### src/sv/bilinear_image_scaler_macros.svh
// Assertion macros for the bilinear image scaler.
// No dependencies.
`ifndef BILINEAR_IMAGE_SCALER_MACROS_SVH
`define BILINEAR_IMAGE_SCALER_MACROS_SVH
// implication checked on every edge outside reset
`define BIS_ASSERT_IMP(lbl, clk, rstn, ante, cons) \
  lbl: assert property (@(posedge clk) disable iff (!rstn) (ante) |-> (cons)) \
    else $error("assertion failed");
// next-cycle implication
`define BIS_ASSERT_NXT(lbl, clk, rstn, ante, cons) \
  lbl: assert property (@(posedge clk) disable iff (!rstn) (ante) |=> (cons)) \
    else $error("assertion failed");
`endif

### src/sv/bis_pkg.sv
// Shared types and constants for the bilinear image scaler.
// No dependencies.
package bis_pkg;
  localparam int unsigned CFG_IDX_W = 2;
  localparam int unsigned CFG_DATA_W = 24;
  localparam logic [CFG_IDX_W-1:0] REG_SRC_WIDTH  = 2'd0;
  localparam logic [CFG_IDX_W-1:0] REG_SRC_HEIGHT = 2'd1;
  localparam logic [CFG_IDX_W-1:0] REG_ROW_STEP   = 2'd2;
  localparam logic [CFG_IDX_W-1:0] REG_COL_STEP   = 2'd3;
  localparam logic ACT_WRITE   = 1'b0;
  localparam logic ACT_REQUEST = 1'b1;

  typedef enum logic [2:0] {
    ST_IDLE, ST_RD0, ST_RD1, ST_RD2, ST_RD3, ST_WAIT, ST_OUT
  } be_state_t;
endpackage

### src/sv/bis_front.sv
// Front end: locates the source position on one axis.
// Depends on bis_pkg.
module bis_front #(
  parameter int unsigned IDXW = 8,
  parameter int unsigned FRAC = 16
) (
  input  logic [23:0]                 step,
  input  logic [11:0]                 idx,
  input  logic [IDXW:0]               size,
  output logic [IDXW-1:0]             base,
  output logic [IDXW-1:0]             nb,
  output logic [FRAC-1:0]             frac
);
  import bis_pkg::*;
  localparam int unsigned PW = 36;
  logic [PW-1:0] pos;
  logic [PW-FRAC-1:0] ip;
  logic [IDXW:0] last;
  logic [IDXW:0] b;
  assign pos  = PW'(step) * PW'(idx);
  assign ip   = pos[PW-1:FRAC];
  assign last = size - (IDXW+1)'(1);
  always_comb begin
    if (ip > (PW-FRAC)'(last)) begin
      b = last;
      frac = '0;
    end else begin
      b = ip[IDXW:0];
      frac = pos[FRAC-1:0];
    end
    base = b[IDXW-1:0];
    nb = (b == last) ? IDXW'(b - 1'b1) : IDXW'(b + 1'b1);
  end
endmodule

### config.mk
export PLATFORM = sky130hd
export DESIGN_NAME = bis_front
export DESIGN_NICKNAME = d
export VERILOG_FILES = /design/src/sv/bilinear_image_scaler_macros.svh /design/src/sv/bis_pkg.sv /design/src/sv/bis_front.sv
export SDC_FILE = /design/constraint.sdc
export NUM_CORES = 1
export LEC_CHECK = 0
export BUFFER_PORTS_ARGS = -buffer_cell sky130_fd_sc_hd__buf_2
export CORE_ASPECT_RATIO = 1.5
export CORE_MARGIN = 1
export CORE_UTILIZATION = 60
export DETAILED_ROUTE_END_ITERATION = 7
export PLACE_DENSITY = 0.88
export SETUP_SLACK_MARGIN = 0.3
export SYNTH_ARGS = -nofsm -noshare
export SYNTH_HDL_FRONTEND = slang
export SYNTH_SLANG_ARGS = --single-unit
### constraint.sdc
create_clock -name vclk -period 13.3
set_clock_uncertainty 0.05 [all_clocks]
set_input_delay 0.665 -clock vclk [all_inputs]
set_output_delay 0.665 -clock vclk [all_outputs]
set_load 0.01 [all_outputs]
==> impl_metrics.csv <==
group,metric,value,unit
floorplanning,dieWidth,110,um
timing,holdWs,1.75,ns
timing,finalCritPeriodShare,88.0,%
clocking,ctsHoldBuffers,0,
clocking,postCtsSetupBuffers,0,
worst_hold_path,hp-class,"primary input to primary output",
yosys,yosysWarnings,0,
timing,hold_violations,0,
routing,drt_iter0_markers,465,
setup_path,max_stage_delay,0.93,ns
setup_path,required,12.59,ns
routing,vias,8794,
timing,period_minus_slack,11.70,ns
cells_and_area,seq_cell_count,0,
floorplanning,die-area,18100,um^2
floorplanning,start_util,61.0,%
yosys,synthMuxAreaShare,0.772,%
timing,rsz0062_at_grt,"no",
placed_design,dp_hpwl,21600,um
yosys,synthXorXnorAreaFrac,3.84,%
floorplanning,die_y,164,um
floorplanning,pin_count,77,
routing,drt-vias-per-instance,5.73,
setup_path,slowest_stage,"nor4_4",
yosys,yosysSeqAreaShare,0,%
grt,first_global_vias,9491,
setup_path,cp_top_family,"adder cells",
timing,final.setup.tns,0,ns
cells_and_area,area_delta_synth_final,3.62,%
setup_path,endpoint_kind,"primary output",
setup_path,critical_path_class,"primary input to primary output",
yosys,yosys.area_share.simple,20.4,%
setup_path,start_kind,"primary input",
routing,ant_nets,0,
clocking,cts_resized,0,
yosys,synth-compound-area-share,9.58,%
timing,slew_headroom,31.6,%
timing,max_clock_freq,85.4,MHz
setup_path,cp_max_fo,24,
yosys,synth_cell_types,68,
grt,grt_max_degree,25,
yosys,syn-instance-count,1308,
routing,drc,0,
timing,tightest_slew,1.02,ns
yosys,synth_top_family_by_area,"adder cells",
yosys,yosysMostFrequentCell,"inv_1",
cells_and_area,regArea,0,um^2
yosys,synth_adder_area_share,52.7,%
status,status,"completed",
yosys,avgSynthCellArea,8.05,um^2
yosys,syn-cell-area,10500,um^2
flow_run,cap_viol_max_count,0,
yosys,syn-num-nets,1664,
cells_and_area,layout-drive-gt1-share,7.27,%
floorplanning,rows,59,
yosys,synth_area_leader_cell,"fa_1",
cells_and_area,n_antenna_cell,0,
placed_design,portBuffers,77,
routing,firstDrtPassIters,7,
yosys,synth_top_area_share,42.0,%
setup_path,crit_arrival,10.99,ns
grt,grt_pass1_wl,43400,um
timing,finalSetupViolCount,0,
routing,wl,25400,um
floorplanning,core,17300,um^2
setup_path,cpMostUsedCell,"inv_1",
setup_path,path_buf_inv,8,
yosys,synth_common_cells,"inv_1, nand2_1, fa_1, and2_1, ha_1",
placed_design,gp_congestion,0.946,
cells_and_area,finalNetCount,1679,
cells_and_area,clkbuf_count,0,
yosys,synthTopCellsByArea,"fa_1, ha_1, inv_1",
routing,wl_per_cell,16.6,um
grt,antenna_found_initial,0,
grt,grt_overflow,0,
grt,grt_usage,30.5,%
timing,finalMaxSlewViolations,0,
[worst paths after layout]
kind    start  endpoint  slack, ns  cells past startpoint
min   size[0]   base[0]       1.75                      3
max    idx[9]     nb[7]       1.60                     35
[cells by family after synthesis]
| family | Yosys count |
|---|---|
| simple gates | 453 |
| buf+inv | 350 |
| fa+ha+maj | 311 |
| compound gates | 143 |
| xor+xnor | 43 |
| mux | 8 |
[per-layer routing]
layer	track usage (%)	routed length (um)	up-vias
met5	0	0	-
met4	10.4	953	0
met3	3.17	1780	86
met2	56.0	13600	382
met1	36.6	9160	4309
li1	-	-	4017
[stage by stage]
stage	cell area, um^2	cells	util, %	setup WS, ns
after detailed placement	10900	1534	63.2	1.66
final	10900	1534	63.2	1.60
after global routing	10900	1534	63.2	0.895
after floorplan	10500	1308	-	3.12
after global placement	10900	1534	63.2	1.90
after CTS	10900	1534	63.2	1.64
[layout by cell type (no fill, tap or decap), drive strengths merged, types with 3 or more instances in the layout]
cell / instances
a311oi: 4
nor3: 12
nor2b: 4
a2111oi: 4
a31oi: 5
nand4: 8
nand2b: 5
o21a: 4
o21bai: 8
and3: 4
a21o: 10
xor2: 15
mux2i: 7
ha: 90
o31ai: 3
xnor2: 26
buf: 77
or2: 3
a211oi: 7
o21ai: 29
fa: 221
o211ai: 6
and4: 4
and2: 101
nand2: 245
nor2: 34
inv: 286
a21oi: 41
nor4: 5
o41ai: 3
nand3: 18
or3: 5
nor3b: 3
[cell type report]
cell class | count | area (um^2)
multi-input combinational | 958 | 9190
fill | 1429 | 6360
inverter | 286 | 1070
timing repair buffer | 77 | 385
tap | 213 | 267
Power is left out: the tool's default activity adds up to more than one toggle a clock period on the data nets, which glitch-free logic cannot reach.
